[src/design/cdll_pkg.sv]
// Package with shared types and constants of the circular doubly linked list.
`default_nettype none

package cdll_pkg;

  localparam int REQ_W     = 2;
  localparam int STATUS_W  = 2;
  localparam int COUNT_W   = 6;
  localparam int VALUE_W   = 32;
  // A dump never gives more results than this.
  localparam int RESULT_LIMIT = 32;

  localparam logic [REQ_W-1:0] REQ_APPEND    = 2'd0;
  localparam logic [REQ_W-1:0] REQ_DELETE    = 2'd1;
  localparam logic [REQ_W-1:0] REQ_DUMP_FWD  = 2'd2;
  localparam logic [REQ_W-1:0] REQ_DUMP_BACK = 2'd3;

  localparam logic [STATUS_W-1:0] ST_OK        = 2'd0;
  localparam logic [STATUS_W-1:0] ST_FULL      = 2'd1;
  localparam logic [STATUS_W-1:0] ST_EMPTY     = 2'd2;
  localparam logic [STATUS_W-1:0] ST_NOT_FOUND = 2'd3;

  typedef enum logic [3:0] {
    OP_NONE,
    OP_LATCH,
    OP_SET_STATUS,
    OP_APP_FIRST,
    OP_APP_READ_HEAD,
    OP_APP_LINK1,
    OP_APP_LINK2,
    OP_DEL_START,
    OP_DEL_STEP,
    OP_DEL_UNLINK,
    OP_DUMP_START,
    OP_DUMP_TAIL,
    OP_DUMP_EMIT,
    OP_EMIT_STATUS
  } op_t;

  typedef struct packed {
    op_t                 op;
    logic [STATUS_W-1:0] code;
  } cmd_t;

  typedef struct packed {
    logic [REQ_W-1:0] req;
    logic             list_empty;
    logic             list_full;
    logic             match;
    logic             walk_last;
    logic             dump_last;
    logic             out_free;
  } stat_t;

endpackage

`default_nettype wire

[src/design/cdll_datapath.sv]
// Datapath of the linked list: node memories, list registers and result register.
`default_nettype none

module cdll_datapath
  import cdll_pkg::*;
#(
  parameter int CAPACITY   = 32,
  parameter int DATA_WIDTH = 32
) (
  input  wire logic                       clk,
  input  wire logic                       rst,
  input  wire cmd_t                       cmd,
  output stat_t                           stat,
  input  wire logic [REQ_W-1:0]           req_type,
  input  wire logic signed [VALUE_W-1:0]  value,
  input  wire logic                       rsp_stall,
  output logic                            rsp_valid,
  output logic [STATUS_W-1:0]             status,
  output logic                            item_valid,
  output logic signed [VALUE_W-1:0]       item_value,
  output logic                            last,
  output logic [COUNT_W-1:0]              count
);

  localparam int IW  = $clog2(CAPACITY);
  localparam int CW  = $clog2(CAPACITY + 1);
  localparam int LIM = (CAPACITY < RESULT_LIMIT) ? CAPACITY : RESULT_LIMIT;

  // Node memories.
  logic signed [DATA_WIDTH-1:0] val_mem  [CAPACITY];
  logic        [IW-1:0]         next_mem [CAPACITY];
  logic        [IW-1:0]         prev_mem [CAPACITY];

  logic signed [DATA_WIDTH-1:0] val_rd;
  logic        [IW-1:0]         next_rd;
  logic        [IW-1:0]         prev_rd;

  // List and request registers.
  logic [REQ_W-1:0]             req;
  logic signed [DATA_WIDTH-1:0] key;
  logic [IW-1:0]                head;
  logic [CW-1:0]                elem_count;
  logic [CAPACITY-1:0]          used;
  logic [IW-1:0]                cur;
  logic [CW-1:0]                walk_i;
  logic [STATUS_W-1:0]          code;

  logic [IW-1:0]   free_slot;
  logic [CW-1:0]   dump_n;
  logic            rd_en;
  logic [IW-1:0]   rd_addr;
  logic            val_we;
  logic            next_we;
  logic [IW-1:0]   next_wa;
  logic [IW-1:0]   next_wd;
  logic            prev_we;
  logic [IW-1:0]   prev_wa;
  logic [IW-1:0]   prev_wd;

  // Lowest free slot.
  always_comb begin
    free_slot = '0;
    for (int s = CAPACITY - 1; s >= 0; s--) begin
      if (!used[s]) begin
        free_slot = IW'(s);
      end
    end
  end

  assign dump_n = (elem_count > CW'(LIM)) ? CW'(LIM) : elem_count;

  assign stat.req        = req;
  assign stat.list_empty = (elem_count == '0);
  assign stat.list_full  = (elem_count == CW'(CAPACITY));
  assign stat.match      = (val_rd == key);
  assign stat.walk_last  = ((walk_i + CW'(1)) == elem_count);
  assign stat.dump_last  = ((walk_i + CW'(1)) == dump_n);
  assign stat.out_free   = !rsp_valid || !rsp_stall;

  // Read and write port selection.
  always_comb begin
    rd_en   = 1'b0;
    rd_addr = head;
    val_we  = 1'b0;
    next_we = 1'b0;
    next_wa = free_slot;
    next_wd = free_slot;
    prev_we = 1'b0;
    prev_wa = free_slot;
    prev_wd = free_slot;
    unique case (cmd.op)
      OP_APP_READ_HEAD, OP_DEL_START, OP_DUMP_START: begin
        rd_en   = 1'b1;
        rd_addr = head;
      end
      OP_DEL_STEP: begin
        rd_en   = 1'b1;
        rd_addr = next_rd;
      end
      OP_DUMP_TAIL: begin
        rd_en   = 1'b1;
        rd_addr = prev_rd;
      end
      OP_DUMP_EMIT: begin
        rd_en   = 1'b1;
        rd_addr = (req == REQ_DUMP_BACK) ? prev_rd : next_rd;
      end
      OP_APP_FIRST: begin
        val_we  = 1'b1;
        next_we = 1'b1;
        prev_we = 1'b1;
      end
      OP_APP_LINK1: begin
        // New node points to head and to the old tail, read at head.
        val_we  = 1'b1;
        next_we = 1'b1;
        next_wd = head;
        prev_we = 1'b1;
        prev_wd = prev_rd;
      end
      OP_APP_LINK2: begin
        next_we = 1'b1;
        next_wa = prev_rd;
        next_wd = free_slot;
        prev_we = 1'b1;
        prev_wa = head;
        prev_wd = free_slot;
      end
      OP_DEL_UNLINK: begin
        next_we = 1'b1;
        next_wa = prev_rd;
        next_wd = next_rd;
        prev_we = 1'b1;
        prev_wa = next_rd;
        prev_wd = prev_rd;
      end
      default: begin
      end
    endcase
  end

  always_ff @(posedge clk) begin
    if (val_we) begin
      val_mem[free_slot] <= key;
    end
    if (rd_en) begin
      val_rd <= val_mem[rd_addr];
    end
  end

  always_ff @(posedge clk) begin
    if (next_we) begin
      next_mem[next_wa] <= next_wd;
    end
    if (rd_en) begin
      next_rd <= next_mem[rd_addr];
    end
  end

  always_ff @(posedge clk) begin
    if (prev_we) begin
      prev_mem[prev_wa] <= prev_wd;
    end
    if (rd_en) begin
      prev_rd <= prev_mem[rd_addr];
    end
  end

  // Payload registers without reset.
  always_ff @(posedge clk) begin
    unique case (cmd.op)
      OP_LATCH: begin
        req <= req_type;
        key <= DATA_WIDTH'(64'(value));
      end
      OP_SET_STATUS: begin
        code <= cmd.code;
      end
      OP_APP_FIRST, OP_APP_LINK2, OP_DEL_UNLINK: begin
        code <= ST_OK;
      end
      OP_DEL_START: begin
        cur    <= head;
        walk_i <= '0;
      end
      OP_DEL_STEP: begin
        cur    <= next_rd;
        walk_i <= walk_i + CW'(1);
      end
      OP_DUMP_START: begin
        walk_i <= '0;
      end
      OP_DUMP_EMIT: begin
        walk_i     <= walk_i + CW'(1);
        status     <= ST_OK;
        item_valid <= 1'b1;
        item_value <= VALUE_W'(64'(val_rd));
        last       <= stat.dump_last;
        count      <= COUNT_W'(elem_count);
      end
      OP_EMIT_STATUS: begin
        status     <= code;
        item_valid <= 1'b0;
        item_value <= '0;
        last       <= 1'b1;
        count      <= COUNT_W'(elem_count);
      end
      default: begin
      end
    endcase
  end

  // List control registers and result valid.
  always_ff @(posedge clk) begin
    if (rst) begin
      head       <= '0;
      elem_count <= '0;
      used       <= '0;
      rsp_valid  <= 1'b0;
    end else begin
      // A new result is loaded only when the register is free or drains now.
      if (cmd.op == OP_DUMP_EMIT || cmd.op == OP_EMIT_STATUS) begin
        rsp_valid <= 1'b1;
      end else if (rsp_valid && !rsp_stall) begin
        rsp_valid <= 1'b0;
      end
      unique case (cmd.op)
        OP_APP_FIRST: begin
          head            <= free_slot;
          used[free_slot] <= 1'b1;
          elem_count      <= elem_count + CW'(1);
        end
        OP_APP_LINK2: begin
          used[free_slot] <= 1'b1;
          elem_count      <= elem_count + CW'(1);
        end
        OP_DEL_UNLINK: begin
          used[cur]  <= 1'b0;
          elem_count <= elem_count - CW'(1);
          if (elem_count == CW'(1)) begin
            head <= '0;
          end else if (cur == head) begin
            head <= next_rd;
          end
        end
        default: begin
        end
      endcase
    end
  end

  a_count_matches_used: assert property (@(posedge clk) disable iff (rst)
    $countones(used) == int'(elem_count))
    else $error("element count differs from number of slots in use");

  a_count_bounded: assert property (@(posedge clk) disable iff (rst)
    elem_count <= CW'(CAPACITY))
    else $error("element count above capacity");

  a_empty_head_zero: assert property (@(posedge clk) disable iff (rst)
    (elem_count == '0) |-> (head == '0))
    else $error("head not at zero on empty list");

  a_item_is_ok: assert property (@(posedge clk) disable iff (rst)
    (rsp_valid && item_valid) |-> (status == ST_OK))
    else $error("dumped element without ok status");

endmodule

`default_nettype wire

[src/design/cdll_controller.sv]
// Controller state machine that sequences each request through the datapath.
`default_nettype none

module cdll_controller
  import cdll_pkg::*;
(
  input  wire logic  clk,
  input  wire logic  rst,
  input  wire logic  req_valid,
  output logic       req_stall,
  input  wire stat_t stat,
  output cmd_t       cmd
);

  typedef enum logic [3:0] {
    S_IDLE,
    S_DISPATCH,
    S_APP_LINK1,
    S_APP_LINK2,
    S_DEL_WALK,
    S_DEL_UNLINK,
    S_DUMP_TAIL,
    S_DUMP_WALK,
    S_RESPOND
  } state_t;

  state_t state;
  state_t state_next;
  logic   req_stall_next;

  always_comb begin
    state_next     = state;
    req_stall_next = req_stall;
    cmd.op         = OP_NONE;
    cmd.code       = ST_OK;
    unique case (state)
      S_IDLE: begin
        if (req_valid && !req_stall) begin
          cmd.op         = OP_LATCH;
          state_next     = S_DISPATCH;
          req_stall_next = 1'b1;
        end
      end
      S_DISPATCH: begin
        priority if (stat.req == REQ_APPEND) begin
          priority if (stat.list_full) begin
            cmd.op     = OP_SET_STATUS;
            cmd.code   = ST_FULL;
            state_next = S_RESPOND;
          end else if (stat.list_empty) begin
            cmd.op     = OP_APP_FIRST;
            state_next = S_RESPOND;
          end else begin
            cmd.op     = OP_APP_READ_HEAD;
            state_next = S_APP_LINK1;
          end
        end else if (stat.list_empty) begin
          cmd.op     = OP_SET_STATUS;
          cmd.code   = ST_EMPTY;
          state_next = S_RESPOND;
        end else if (stat.req == REQ_DELETE) begin
          cmd.op     = OP_DEL_START;
          state_next = S_DEL_WALK;
        end else begin
          cmd.op     = OP_DUMP_START;
          state_next = (stat.req == REQ_DUMP_BACK) ? S_DUMP_TAIL : S_DUMP_WALK;
        end
      end
      S_APP_LINK1: begin
        cmd.op     = OP_APP_LINK1;
        state_next = S_APP_LINK2;
      end
      S_APP_LINK2: begin
        cmd.op     = OP_APP_LINK2;
        state_next = S_RESPOND;
      end
      S_DEL_WALK: begin
        priority if (stat.match) begin
          state_next = S_DEL_UNLINK;
        end else if (stat.walk_last) begin
          cmd.op     = OP_SET_STATUS;
          cmd.code   = ST_NOT_FOUND;
          state_next = S_RESPOND;
        end else begin
          cmd.op = OP_DEL_STEP;
        end
      end
      S_DEL_UNLINK: begin
        cmd.op     = OP_DEL_UNLINK;
        state_next = S_RESPOND;
      end
      S_DUMP_TAIL: begin
        cmd.op     = OP_DUMP_TAIL;
        state_next = S_DUMP_WALK;
      end
      S_DUMP_WALK: begin
        if (stat.out_free) begin
          cmd.op = OP_DUMP_EMIT;
          if (stat.dump_last) begin
            state_next     = S_IDLE;
            req_stall_next = 1'b0;
          end
        end
      end
      S_RESPOND: begin
        if (stat.out_free) begin
          cmd.op         = OP_EMIT_STATUS;
          state_next     = S_IDLE;
          req_stall_next = 1'b0;
        end
      end
      default: begin
        state_next     = S_IDLE;
        req_stall_next = 1'b0;
      end
    endcase
  end

  always_ff @(posedge clk) begin
    if (rst) begin
      state     <= S_IDLE;
      req_stall <= 1'b0;
    end else begin
      state     <= state_next;
      req_stall <= req_stall_next;
    end
  end

endmodule

`default_nettype wire

[src/design/circular_doubly_linked_list.sv]
// Top level of the circular doubly linked list: controller and datapath.
//
// Usage: a request enters on the req channel (req_valid, req_stall, req_type, value)
// and is accepted at a clock edge with req_valid high and req_stall low. Results
// leave on the rsp channel (rsp_valid, rsp_stall and the result fields), one
// result per accepted edge with rsp_valid high and rsp_stall low.
// The block works on one request at a time. An append on a full or empty list
// goes straight to its result; otherwise it reads the head and then links the
// new node. A delete walks the list, and the search reads one linked node per
// cycle from the node memories. A dump reads the head, and for a backward dump
// the tail, then gives one element per cycle while the receiver does not stall;
// the memory read port sets that pace. The next request is taken once the final
// result of the current one sits in the output register, so one result may still
// be waiting while work goes on. When the receiver stalls, the result register
// holds its contents and the dump walk pauses with the read data held. Reset
// empties the list: the count, the head and the slot-in-use bits clear, and no
// memory clearing pass is needed because only linked slots are ever read.
`default_nettype none

module circular_doubly_linked_list
  import cdll_pkg::*;
#(
  parameter int CAPACITY   = 32,
  parameter int DATA_WIDTH = 32
) (
  input  wire logic                      clk,
  input  wire logic                      rst,
  input  wire logic                      req_valid,
  output logic                           req_stall,
  input  wire logic [REQ_W-1:0]          req_type,
  input  wire logic signed [VALUE_W-1:0] value,
  output logic                           rsp_valid,
  input  wire logic                      rsp_stall,
  output logic [STATUS_W-1:0]            status,
  output logic                           item_valid,
  output logic signed [VALUE_W-1:0]      item_value,
  output logic                           last,
  output logic [COUNT_W-1:0]             count
);

  // Commands flow from the controller, status flows back from the datapath.
  cmd_t  cmd;
  stat_t stat;

  cdll_controller u_ctrl (
    .clk       (clk),
    .rst       (rst),
    .req_valid (req_valid),
    .req_stall (req_stall),
    .stat      (stat),
    .cmd       (cmd)
  );

  cdll_datapath #(
    .CAPACITY   (CAPACITY),
    .DATA_WIDTH (DATA_WIDTH)
  ) u_dp (
    .clk        (clk),
    .rst        (rst),
    .cmd        (cmd),
    .stat       (stat),
    .req_type   (req_type),
    .value      (value),
    .rsp_stall  (rsp_stall),
    .rsp_valid  (rsp_valid),
    .status     (status),
    .item_valid (item_valid),
    .item_value (item_value),
    .last       (last),
    .count      (count)
  );

endmodule

`default_nettype wire
[config.mk]
export PLATFORM = sky130hd
export DESIGN_NAME = circular_doubly_linked_list
export DESIGN_NICKNAME = d
export VERILOG_FILES = /design/src/design/cdll_pkg.sv /design/src/design/cdll_datapath.sv /design/src/design/cdll_controller.sv /design/src/design/circular_doubly_linked_list.sv
export SDC_FILE = /design/constraint.sdc
export NUM_CORES = 2
export LEC_CHECK = 0
export BUFFER_PORTS_ARGS = -buffer_cell sky130_fd_sc_hd__buf_2
export CORE_MARGIN = 1.5
export CORE_UTILIZATION = 54
export CTS_CLUSTER_DIAMETER = 50
export DETAILED_ROUTE_END_ITERATION = 16
export MAX_ROUTING_LAYER = met4
export PLACE_DENSITY_LB_ADDON = 0.12
export SLEW_MARGIN = 20
export SYNTH_ARGS = -nofsm -noshare
export SYNTH_HDL_FRONTEND = slang
export SYNTH_HIERARCHICAL = 1
export SYNTH_SLANG_ARGS = --single-unit
export TNS_END_PERCENT = 50
[constraint.sdc]
create_clock -name clk -period 19.1 [get_ports clk]
set_input_delay 3.82 -clock clk [delete_from_list [all_inputs] [get_ports clk]]
set_output_delay 3.82 -clock clk [all_outputs]
set_load 0.05 [all_outputs]
==> results.yml <==
placed_design:
  dpl_worst_slack_ps: 9560
  dp_hpwl_um: 82900
  place.gp.congestion: 0.910
  io_buffers: 81
  dp.cells: 5793
layout:
  antennaDiodeCount: 0
  final_cell_count_no_fill: 6094
  finalNetCount: 4513
  drive_gt1_share_pct: 10.6
  syn_to_final_growth_pct: 12.2
drt:
  dr_total_vias: 38100
  ant_nets: 0
  routed_wl_um: 165000
  route.detailed.drc: 0
  drtIter0Drc: 5421
  wire_per_inst_um: 27.1
  firstDrtPassIters: 7
  viasPerCell: 6.26
timing:
  period_needed_ps: 8830
  period_share_pct: 46.2
  skew_ps: 32.6
  relSlewSlack_pct: 26.0
  worst_slew_pin_slew_ps: 1110
  setup_viol: 0
  grt_setup_unrepaired: "no"
  hold_viol: 0
  fin_setup_tns_ps: 0
  fmax_mhz: 113
  timing.final.ws_setup_ps: 10270
  drv_slew: 0
power:
  power.total_mw: 9.58
  ir_worst_vdd_mv: 0.144
  leakage_nw: 21.7
  p_per_area_nw_per_um2: 141
yosys:
  synth_area_leaders: "edfxtp_1 73%, nand2_1 6.7%, nand3_1 3.0%"
  ys_seq_area_share_pct: 74.6
  synthArstFlopShare_pct: 0
  post-synth-top-count-cell: "edfxtp_1"
  syn_area_per_cell_sq_um: 13.8
  yosysWarnings: 6
  ys_ff_latch: 1524
  synth_area_sq_um: 60700
  synthCells: 4393
  synth_top_area_share_pct: 73.0
  ys.flop_type: "edfxtp_1"
  yosysTopAreaCell: "edfxtp_1"
  synth_edf_count: 1475
  ys_types: 77
  yosys-top-cells-count: "1475 x edfxtp_1, 1086 x nand2_1, 369 x nand3_1"
  syn-num-nets: 4435
floorplanning:
  ioPinCount: 82
  dieHeight_um: 338
  fp.dieW_um: 338
  start_util_pct: 54.7
  die-area_sq_um: 114000
  rows: 122
  coreArea_sq_um: 111000
cts:
  cts_sinks: 1524
  cts_hold_buf: 0
  post_cts_buffers: 0
  clk_path_buf_depth: 3
  numCtsBuffers: 163
  clk_latency_ps: 780
  cts_tree: "done"
  cts-resized-gates: 0
  clk_pin_slew_ps: 60
  root_buffer: "clkbuf_16"
  cts_max_level: 4
grt:
  grt_max_degree: 187
  gr-total-overflow: 0
  track_usage_pct: 29.4
  grt_pass1_vias: 35800
  antenna_found_initial: 2
  grt_first_pass_wirelength_um: 241000
critical_path:
  cp-end-kind: "flip-flop"
  required_ps: 19600
  startpoint_type: "primary input"
  critPathMaxFanout: 63
  cp_data_arrival_time_ps: 9330
  critical_path_class: "primary input to flip-flop"
flow_run:
  maxCapViolations: 0
worst_hold_path:
  hold_path.class: "flip-flop to flip-flop"
outcome:
  status: "finished, final reports clean"
==> path summary, 6_finish.rpt <==
check             slack (ps)             start               end  cells after the start
setup / recovery       10270         rsp_stall    u_dp/val_rd[9]                     15
hold / removal           510  u_ctrl/req_stall  u_ctrl/req_stall                      2
setup reg to reg       10530      u_dp/key[26]    u_dp/val_rd[9]                     18
hold reg to reg          510  u_ctrl/req_stall  u_ctrl/req_stall                      2
==> stage by stage <==
stage | cell area, sq um | utilization, % | hold WS, ps
3_5_place_dp | 62800 | 56.6 | 496
3_3_place_gp | 62800 | 56.6 | 482
2_1_floorplan | 60700 | - | 406
5_1_grt | 68100 | 61.3 | 517
4_1_cts | 68000 | 61.3 | 506
6_report | 68100 | 61.3 | 509
==> cell usage in the layout (no fill, tap or decap), drive strengths merged, types with 9 or more instances in the layout <==
cell and count:
buf 181, nor2b 21, nand2 1086, o22ai 18, nor3 46, xor2 42
a32oi 169, nand3b 9, nor4 51, nor2 119, mux2i 170, o21ai 63
clkbuf 208, and2 38, dfxtp 49, nand2b 11, clkinv 65, nand4 16
a31oi 181, xnor2 11, nand3 369, inv 27, bufinv 9, a21oi 32
clkinvlp 11, edfxtp 1475, or2 9
==> per-layer routing <==
| layer | vias to the layer above | routed length [um] | global-route usage, % | share of wire, % |
|---|---|---|---|---|
| li1 | 16700 | - | - | - |
| met1 | 19100 | 69400 | 43.0 | 42 |
| met2 | 2034 | 75100 | 43.0 | 46 |
| met3 | 260 | 16600 | 5.14 | 10 |
| met4 | 0 | 3770 | 7.79 | 2.3 |
| met5 | - | 0 | - | 0 |
==> critical path, cell delays in order <==
cell	delay, ps
buf_2	80
nand2_1	130
a31oi_1	240
o32a_1	180
o31ai_2	60
buf_4	210
or3b_1	550
o21a_4	220
a222oi_1	870
and2_4	780
buf_4	790
buf_4	810
nand3_1	170
a31oi_1	250
nor4_1	100
==> state kept, by name, summed over array words and instances, names as in the netlist <==
signal,cells
u_ctrl/req_stall,1
u_ctrl/state,4
u_dp/code,2
u_dp/count,6
u_dp/cur,5
u_dp/elem_count,6
u_dp/head,5
u_dp/item_valid,1
u_dp/item_value,32
u_dp/key,32
u_dp/last,1
u_dp/next_mem,160
u_dp/next_rd,5
u_dp/prev_mem,160
u_dp/prev_rd,5
u_dp/req,2
u_dp/rsp_valid,1
u_dp/status,2
u_dp/used,32
u_dp/val_mem,1024
u_dp/val_rd,32
u_dp/walk_i,6
==> kinds of logic after synthesis <==
kind of cell	share of synthesized area [%]
and+or+nand+nor	13.0
DFF	74.6
AOI/OAI and AO/OA	6.31
buffers and inverters	2.27
muxes	2.93
xor gates and xnor gates	0.765
adders and majority gates	0.0825
==> cell type report <==
class,instances,area (sq um)
Fill cell,8406,42900
Sequential cell,1524,45300
Clock inverter,92,823
Inverter,20,75.1
Tap cell,1488,1860
Clock buffer,208,4420
Multi-Input combinational cell,2581,14400
Timing Repair Buffer,181,1250
==> report_power, final <==
group          internal (mW)  total [mW]  switching (mW)
logic                  0.549        2.07            1.52
registers               4.23        4.45           0.218
clock network           1.77        3.06            1.30
Note: power is estimated with default switching activity, not from simulation.
